$ cat src/rtl/rfr_pkg.sv
package rfr_pkg;

  // token and field widths
  localparam int NUM_W      = 32;
  localparam int HEAD_W     = 64;
  localparam int CHAR_W     = 8;
  localparam int SEX_W      = 32;
  localparam int SMALL_W    = 16;
  localparam int CFG_IDX_W  = 8;
  localparam int CFG_DATA_W = 8;
  localparam int TEXT_CHARS = 9;

  // sum of two headers, two ids and two 16-bit numbers stays below 2**18
  localparam int SUM_W = 18;

  localparam logic [NUM_W-1:0]      HEADER_TOKEN  = 32'h0000_00FF;
  localparam logic [8:0]            CHECK_MOD     = 9'd255;
  localparam logic [CFG_DATA_W-1:0] SENDER_RESET  = 8'h01;
  localparam logic [CFG_DATA_W-1:0] RECEIVER_RESET = 8'h11;

  // configuration register indexes
  localparam logic [CFG_IDX_W-1:0] REG_SENDER   = 8'd0;
  localparam logic [CFG_IDX_W-1:0] REG_RECEIVER = 8'd1;

  typedef enum logic [3:0] {
    PH_FF1      = 4'd0,
    PH_FF2      = 4'd1,
    PH_SENDER   = 4'd2,
    PH_RECEIVER = 4'd3,
    PH_NAME     = 4'd4,
    PH_SEX      = 4'd5,
    PH_AGE      = 4'd6,
    PH_INST     = 4'd7,
    PH_CHECK    = 4'd8
  } phase_t;

  typedef struct packed {
    logic [NUM_W-1:0]  number_value;
    logic [HEAD_W-1:0] text_head;
    logic [CHAR_W-1:0] text_tail;
  } token_t;

  typedef struct packed {
    logic [HEAD_W-1:0]  name_head;
    logic [CHAR_W-1:0]  name_tail;
    logic [SEX_W-1:0]   sex_text;
    logic [SMALL_W-1:0] age_value;
    logic [SMALL_W-1:0] institution_value;
    logic               checksum_ok;
  } result_t;

  typedef struct packed {
    logic [CFG_IDX_W-1:0]  index;
    logic [CFG_DATA_W-1:0] value;
  } cfg_write_t;

endpackage

$ cat src/rtl/rfr_channels.sv
// token input channel
interface rfr_token_if import rfr_pkg::*; ();
  logic   valid;
  logic   ready;
  token_t data;
  modport source (output valid, output data, input ready);
  modport sink (input valid, input data, output ready);
endinterface

// frame result channel
interface rfr_result_if import rfr_pkg::*; ();
  logic    valid;
  logic    ready;
  result_t data;
  modport source (output valid, output data, input ready);
  modport sink (input valid, input data, output ready);
endinterface

// configuration write channel
interface rfr_cfg_if import rfr_pkg::*; ();
  logic       valid;
  logic       ready;
  cfg_write_t data;
  modport source (output valid, output data, input ready);
  modport sink (input valid, input data, output ready);
endinterface

$ cat src/rtl/record_frame_receiver_top.sv
// channel   dir  payload                                           transfer
// tokens    in   number_value, text_head, text_tail                valid & ready
// results   out  name_head, name_tail, sex_text, age_value,        valid & ready
//                institution_value, checksum_ok
// cfg       in   index (0 sender id, 1 receiver id), value         valid & ready
//
// One token per cycle: each token updates the phase and the held fields in the
// cycle it is taken; the check token loads the result register, whose contents
// appear in the next cycle. tokens.ready drops only while a result waits in the
// result register and the sink holds results.ready low. rst (synchronous) sets
// the phase to the first header, clears the sum and the result valid, and
// restores the id registers to 1 and 17. cfg is always ready.
module record_frame_receiver_top import rfr_pkg::*; #(
  parameter int NAME_CHARS = 9,
  parameter int SEX_CHARS  = 4
) (
  input logic          clk,
  input logic          rst,
  rfr_token_if.sink    tokens,
  rfr_result_if.source results,
  rfr_cfg_if.sink      cfg
);

  logic [CFG_DATA_W-1:0] expected_sender;
  logic [CFG_DATA_W-1:0] expected_receiver;

  phase_t             phase;
  phase_t             phase_next;
  logic [SUM_W-1:0]   running_sum;
  logic [SUM_W-1:0]   running_sum_next;
  logic [HEAD_W-1:0]  held_name;
  logic [CHAR_W-1:0]  held_name_last;
  logic [SEX_W-1:0]   held_sex;
  logic [SMALL_W-1:0] held_age;
  logic [SMALL_W-1:0] held_institution;

  logic    out_valid;
  result_t out_data;

  logic               take;
  logic [NUM_W-1:0]   num;
  logic [SUM_W-1:0]   num_small;
  logic [HEAD_W-1:0]  name_clip;
  logic [CHAR_W-1:0]  name_last_clip;
  logic [SEX_W-1:0]   sex_clip;
  logic [9:0]         fold1;
  logic [8:0]         fold2;
  logic [7:0]         residue;
  logic               sum_match;

  // configuration writes
  assign cfg.ready = 1'b1;

  always_ff @(posedge clk) begin
    if (rst) begin
      expected_sender   <= SENDER_RESET;
      expected_receiver <= RECEIVER_RESET;
    end else if (cfg.valid) begin
      case (cfg.data.index)
        REG_SENDER:   expected_sender   <= cfg.data.value;
        REG_RECEIVER: expected_receiver <= cfg.data.value;
        default: ;
      endcase
    end
  end

  // token transfer whenever the result register is free or draining
  assign tokens.ready = !out_valid || results.ready;
  assign take         = tokens.valid && tokens.ready;
  assign num          = tokens.data.number_value;
  assign num_small    = {{(SUM_W-SMALL_W){1'b0}}, num[SMALL_W-1:0]};

  // name text: keep characters up to the first zero and the character limit
  always_comb begin
    logic             live;
    logic [CHAR_W-1:0] c;
    live           = 1'b1;
    name_clip      = '0;
    name_last_clip = '0;
    for (int i = 0; i < TEXT_CHARS; i++) begin
      c    = (i < TEXT_CHARS - 1) ? tokens.data.text_head[CHAR_W*(i%8) +: CHAR_W]
                                  : tokens.data.text_tail;
      live = live && (c != '0) && (i < NAME_CHARS);
      if (live) begin
        if (i < TEXT_CHARS - 1) name_clip[CHAR_W*(i%8) +: CHAR_W] = c;
        else name_last_clip = c;
      end
    end
  end

  // sex text: low four characters only
  always_comb begin
    logic             live;
    logic [CHAR_W-1:0] c;
    live     = 1'b1;
    sex_clip = '0;
    for (int i = 0; i < SEX_W / CHAR_W; i++) begin
      c    = tokens.data.text_head[CHAR_W*i +: CHAR_W];
      live = live && (c != '0) && (i < SEX_CHARS);
      if (live) sex_clip[CHAR_W*i +: CHAR_W] = c;
    end
  end

  // sum mod 255 by folding bytes, since 256 is 1 mod 255
  always_comb begin
    fold1 = {8'd0, running_sum[SUM_W-1:16]} + {2'd0, running_sum[15:8]}
            + {2'd0, running_sum[7:0]};
    fold2 = {7'd0, fold1[9:8]} + {1'b0, fold1[7:0]};
    if (fold2 >= CHECK_MOD) residue = 8'(fold2 - CHECK_MOD);
    else residue = fold2[7:0];
    sum_match = (num == {{(NUM_W-8){1'b0}}, residue});
  end

  // frame phase and running sum
  always_comb begin
    phase_next       = phase;
    running_sum_next = running_sum;
    case (phase)
      PH_FF1: begin
        if (num == HEADER_TOKEN) begin
          phase_next       = PH_FF2;
          running_sum_next = running_sum + SUM_W'(HEADER_TOKEN[7:0]);
        end
      end
      PH_FF2: begin
        if (num == HEADER_TOKEN) begin
          phase_next       = PH_SENDER;
          running_sum_next = running_sum + SUM_W'(HEADER_TOKEN[7:0]);
        end
      end
      PH_SENDER: begin
        if (num == {{(NUM_W-CFG_DATA_W){1'b0}}, expected_sender}) begin
          phase_next       = PH_RECEIVER;
          running_sum_next = running_sum + SUM_W'(expected_sender);
        end
      end
      PH_RECEIVER: begin
        if (num == {{(NUM_W-CFG_DATA_W){1'b0}}, expected_receiver}) begin
          phase_next       = PH_NAME;
          running_sum_next = running_sum + SUM_W'(expected_receiver);
        end
      end
      PH_NAME: phase_next = PH_SEX;
      PH_SEX:  phase_next = PH_AGE;
      PH_AGE: begin
        phase_next       = PH_INST;
        running_sum_next = running_sum + num_small;
      end
      PH_INST: begin
        phase_next       = PH_CHECK;
        running_sum_next = running_sum + num_small;
      end
      PH_CHECK: begin
        phase_next       = PH_FF1;
        running_sum_next = '0;
      end
      default: begin
        phase_next       = PH_FF1;
        running_sum_next = '0;
      end
    endcase
  end

  always_ff @(posedge clk) begin
    if (rst) begin
      phase       <= PH_FF1;
      running_sum <= '0;
    end else if (take) begin
      phase       <= phase_next;
      running_sum <= running_sum_next;
    end
  end

  // held frame fields
  always_ff @(posedge clk) begin
    if (take) begin
      case (phase)
        PH_NAME: begin
          held_name      <= name_clip;
          held_name_last <= name_last_clip;
        end
        PH_SEX:  held_sex         <= sex_clip;
        PH_AGE:  held_age         <= num[SMALL_W-1:0];
        PH_INST: held_institution <= num[SMALL_W-1:0];
        default: ;
      endcase
    end
  end

  // result register
  always_ff @(posedge clk) begin
    if (rst) begin
      out_valid <= 1'b0;
    end else if (take && phase == PH_CHECK) begin
      out_valid <= 1'b1;
    end else if (results.ready) begin
      out_valid <= 1'b0;
    end
  end

  always_ff @(posedge clk) begin
    if (take && phase == PH_CHECK) begin
      out_data.name_head         <= held_name;
      out_data.name_tail         <= held_name_last;
      out_data.sex_text          <= held_sex;
      out_data.age_value         <= held_age;
      out_data.institution_value <= held_institution;
      out_data.checksum_ok       <= sum_match;
    end
  end

  assign results.valid = out_valid;
  assign results.data  = out_data;

endmodule

$ cat src/flat_wrapper.sv
// flat-port wrapper written by rule: the top's interface ports become plain ports
module record_frame_receiver_top_flat import rfr_pkg::*;
#(
  parameter int NAME_CHARS = 9,
  parameter int SEX_CHARS  = 4
)
  (clk, rst, tokens_valid, tokens_data, tokens_ready, results_valid, results_data, results_ready, cfg_valid, cfg_data, cfg_ready);
  rfr_token_if tokens_i ();
  rfr_result_if results_i ();
  rfr_cfg_if cfg_i ();
  input logic clk;
  input logic rst;
  input wire logic [$bits(tokens_i.valid)-1:0] tokens_valid;
  input wire logic [$bits(tokens_i.data)-1:0] tokens_data;
  output wire logic [$bits(tokens_i.ready)-1:0] tokens_ready;
  output wire logic [$bits(results_i.valid)-1:0] results_valid;
  output wire logic [$bits(results_i.data)-1:0] results_data;
  input wire logic [$bits(results_i.ready)-1:0] results_ready;
  input wire logic [$bits(cfg_i.valid)-1:0] cfg_valid;
  input wire logic [$bits(cfg_i.data)-1:0] cfg_data;
  output wire logic [$bits(cfg_i.ready)-1:0] cfg_ready;
  assign tokens_i.valid = tokens_valid;
  assign tokens_i.data = tokens_data;
  assign tokens_ready = tokens_i.ready;
  assign results_valid = results_i.valid;
  assign results_data = results_i.data;
  assign results_i.ready = results_ready;
  assign cfg_i.valid = cfg_valid;
  assign cfg_i.data = cfg_data;
  assign cfg_ready = cfg_i.ready;
  record_frame_receiver_top #(.NAME_CHARS(NAME_CHARS), .SEX_CHARS(SEX_CHARS)) u_core (.clk(clk), .rst(rst), .tokens(tokens_i), .results(results_i), .cfg(cfg_i));
endmodule
$ cat config.mk
export PLATFORM = sky130hd
export DESIGN_NAME = record_frame_receiver_top_flat
export DESIGN_NICKNAME = d
export VERILOG_FILES = /design/src/rtl/rfr_pkg.sv /design/src/rtl/rfr_channels.sv /design/src/rtl/record_frame_receiver_top.sv /design/src/flat_wrapper.sv
export SDC_FILE = /design/constraint.sdc
export NUM_CORES = 1
export LEC_CHECK = 0
export ABC_AREA = 1
export BUFFER_PORTS_ARGS = -buffer_cell sky130_fd_sc_hd__buf_2
export CAP_MARGIN = 25
export CORE_UTILIZATION = 59
export CTS_BUF_LIST = sky130_fd_sc_hd__clkbuf_16
export CTS_CLUSTER_SIZE = 30
export DETAILED_ROUTE_END_ITERATION = 12
export PLACE_DENSITY = 0.84
export SETUP_SLACK_MARGIN = 0.15
export SYNTH_ARGS = -nofsm -noshare
export SYNTH_HDL_FRONTEND = slang
export SYNTH_SLANG_ARGS = --single-unit
$ cat constraint.sdc
create_clock -name clk -period 26 [get_ports clk]
set_input_delay 5.2 -clock clk [delete_from_list [all_inputs] [get_ports clk]]
set_output_delay 5.2 -clock clk [all_outputs]
set_load 0.01 [all_outputs]
==> summary by stage <==
Outcome
The flow ran to the end, and the final reports show no timing, DRC or antenna violations.

CTS
CTS saw between 300 and 400 sinks. The number of clock buffers inserted by TritonCTS is 29. The clock latency on the worst-skew pair is 0.55 ns. The maximum count of clock buffers along a single path is 3. The count of buffers added by post-CTS timing repair for setup is 0. Clock-pin slew was measured on the worst setup and hold paths at around 0.060 ns.

CTS built an H-tree with a depth of 1. After clock tree synthesis, the flow added hold-fix buffers numbering 0. Post-CTS repair changed the size of 0 cells.

In this run the clock root is driven by a clkbuf_16. TritonCTS built the clock tree.

Hold path
The worst hold path belongs to the class flip-flop to flip-flop. The hold path depth is 0.

Logic synthesis
The register bit total from synthesis is 312. The fraction of synthesis flops using an asynchronous set or reset pin is 0%. The number of synthesized flops with an enable pin is ~270. The average instance area after synthesis is 12.1 um^2. Synthesis produced a netlist with a net count of between 1,000 and 1,500. After technology mapping, the gate count stands at ~1,100. The mapped cell area is ~13,000 um^2.

The share of the yosys chip area belonging to registers is 70.1%. The most used flip-flop cell after synthesis is edfxtp_1. The count of distinct cell types in the synthesized netlist is between 40 and 50. Yosys printed 0 warnings.

Floorplanning
The floorplan step defined a die boundary enclosing between 20,000 and 25,000 um^2. The die is 149 um tall. The starting utilization of the core area is between 60% and 70%.

In this run the standard cell core region covers 21,200 um^2. Row generation in the floorplan step produced 53 rows. The top-level port count is roughly 270. The die is 149 um wide.

Final layout
At the end of the flow the core is filled with cells to 72.6%. 0 antenna diodes ended up in the layout. The final instance area is ~15,000 um^2. The final-stage net count is between 1,000 and 1,500. The layout cell share with drive strength beyond 1 is about 25%.

The relative area change from synthesis to final layout is 19.9%.

Power and ir drop
In this run the power density over the cells is approximately 63 nW/um^2. The completed layout was analyzed and its total power is just under 0.001 W. The worst-case IR drop observed on VDD is between 0.00003 and 0.00004 V. The cell leakage power is 6.33 nW.

Place
In this run the tool buffered the top-level ports with about 260 buffer cells. After legalization and detailed placement, the total HPWL measured 19,900 um. The weighted congestion at the end of routability-driven global placement is between 0.9 and 1. Timing analysis after detailed placement gives a worst setup slack of around 15 ns.

The cell area after placement is between 10,000 and 15,000 um^2.

GRT
The overall track demand over capacity in global routing is 24.6%. The initial antenna violation count is 0. The first global-routing pass estimated between 40,000 and 50,000 um of wire. The total congestion overflow after global routing is 0. The via count of the first global-routing pass is slightly above 8,000. Entering global routing, the biggest net connects between 80 and 90 pins.

Setup path
Of all nets on the critical path, the largest fanout is 3. Data on the critical path arrives at its endpoint at approximately 5.6 ns. The path type of the worst setup path is input port to output port. The worst setup path is captured at an output port. Measured in cells, the most critical reg-to-reg path has a length of 29. The worst setup path is launched from an input port. STA puts the critical path data required time at roughly 21 ns.

Drt
The pre-antenna-repair detailed-routing pass consisted of 5 iterations. Dividing the detail-routed via count by the number of cells gives 5.38. The DRC violation count after routing is 0. Summed over all layers, the routed wires come to 28,000 um. The detail route stage leaves a number of antenna-violating nets equal to 0. The detailed-route via count is approximately 9,000. The detailed router finished its first iteration with between 500 and 600 violations. The routed length per instance is around 17 um.

STA
Derived from the worst setup path, the maximum achievable clock frequency is roughly 0.093 GHz. Dividing the final minimum period by the clock period gives 41.4%. Setup repair after global routing left no endpoint under its margin.

Between clock sinks in the finished design, the worst skew comes to 0.0205 ns. The count of final setup violators is 0. For the pin with the worst max-slew slack, the measured transition is approximately 0.96 ns.

The hold violation total from the final report is 0. The summed negative setup slack over all endpoints is 0 ns. The relative slew slack is between 30% and 40%. The number of slew-limit violations in the final report is 0.

Setup slack closes at 15.24 ns. The clock period could shrink to 10.76 ns.

Flow run
The tool flagged a number of max-cap violations equal to 0.
-- cells in the mapped netlist, drive strengths merged, types with 2 or more instances --
cell type | count | area share, %
nor3b | 3 | 0.18
clkinv | 2 | 0.059
fa | 4 | 0.63
xor2 | 17 | 1.2
nor2 | 135 | 4.2
nor3 | 8 | 0.40
buf | 4 | 0.20
ha | 29 | 2.8
o22ai | 5 | 0.24
a211oi | 3 | 0.18
o2111ai | 7 | 0.48
clkbuf | 17 | 0.50
nand3 | 49 | 2.0
o21ai | 20 | 0.78
o21a | 2 | 0.12
dfxtp | 39 | 6.1
a21oi | 50 | 2.0
inv | 156 | 4.6
nand3b | 3 | 0.18
o21bai | 2 | 0.15
nand4 | 23 | 1.1
edfxtp | 273 | 64
o211ai | 3 | 0.21
nor4 | 22 | 1.1
nand2 | 152 | 4.8
xnor2 | 20 | 1.4
-- path summary, 6_finish.rpt --
path / slack (ns) / start / to
hold reg to reg: 0.40 / u_core.held_name[21] / u_core.results.data[94]
setup reg to reg: 21.14 / u_core.running_sum[8] / u_core.results.data[0]
hold / removal: 0.40 / u_core.held_name[21] / u_core.results.data[94]
setup / recovery: 15.24 / results_ready / tokens_ready
-- critical path: stages --
cell and delay, ns:
buf_2 0.09, inv_1 0.04, nand2_1 0.08, buf_2 0.15
-- logic make-up after synthesis --
group / Yosys count / synth area share, %
simple gates: 398 / 14.1
flops: 312 / 70.1
buf+inv: 179 / 5.33
compound gates: 96 / 4.41
xor+xnor: 37 / 2.53
fa+ha+maj: 33 / 3.46
other cells: 1 / 0.0293
-- where the power goes --
part           switching, W  total [W]  internal, W
logic             0.0000163  0.0000275    0.0000112
registers      0.0000000508   0.000540     0.000540
clock network      0.000172   0.000394     0.000222
total              0.000188   0.000962     0.000773
-- layout by cell type, fill, tap and decap left out, drive strengths merged, types with 2 or more instances in the layout --
cell type    n
o211ai       3
fa           4
o22ai        5
a211oi       3
xnor2       20
bufinv       2
clkinvlp     2
nand3       49
o21ai       20
buf        270
nor4        22
dfxtp       39
o21a         2
ha          29
o2111ai      7
edfxtp     273
xor2        17
nor3b        3
o21bai       2
nand2      152
nand4       23
nand3b       3
nor2       135
clkbuf      29
clkinv       6
nor3         8
a21oi       50
inv        170
-- flip-flops by register name (all words and copies together) (netlist names) --
| signal | flops |
|---|---|
| u_core.expected_receiver | 8 |
| u_core.expected_sender | 8 |
| u_core.held_age | 16 |
| u_core.held_institution | 16 |
| u_core.held_name | 64 |
| u_core.held_name_last | 8 |
| u_core.held_sex | 32 |
| u_core.phase | 4 |
| u_core.results.data | 137 |
| u_core.results.valid | 1 |
| u_core.running_sum | 18 |
-- area by class of cell --
class / count / area (um^2)
Clock buffer: 29 / 726
Timing Repair Buffer: 270 / 1390
Fill cell: 1362 / 5800
Multi-Input combinational cell: 565 / 3160
Tap cell: 275 / 344
Clock inverter: 22 / 163
Sequential cell: 312 / 8980
Inverter: 158 / 593
-- metal layers --
layer	track usage (%)	wire length (um)	vias up
li1	-	-	4172
met1	30.7	10900	4154
met2	44.7	14500	406
met3	3.79	2200	41
met4	6.02	415	0
met5	0	0	-
-- per-stage QoR --
stage	std cells	hold WS, ns
floorplan	1056	0.400
global placement	1579	0.400
detailed placement	1579	0.405
CTS	1630	0.414
global route	1631	0.419
finish	1631	0.404
No activity file was read; power rests on OpenSTA's default activity.
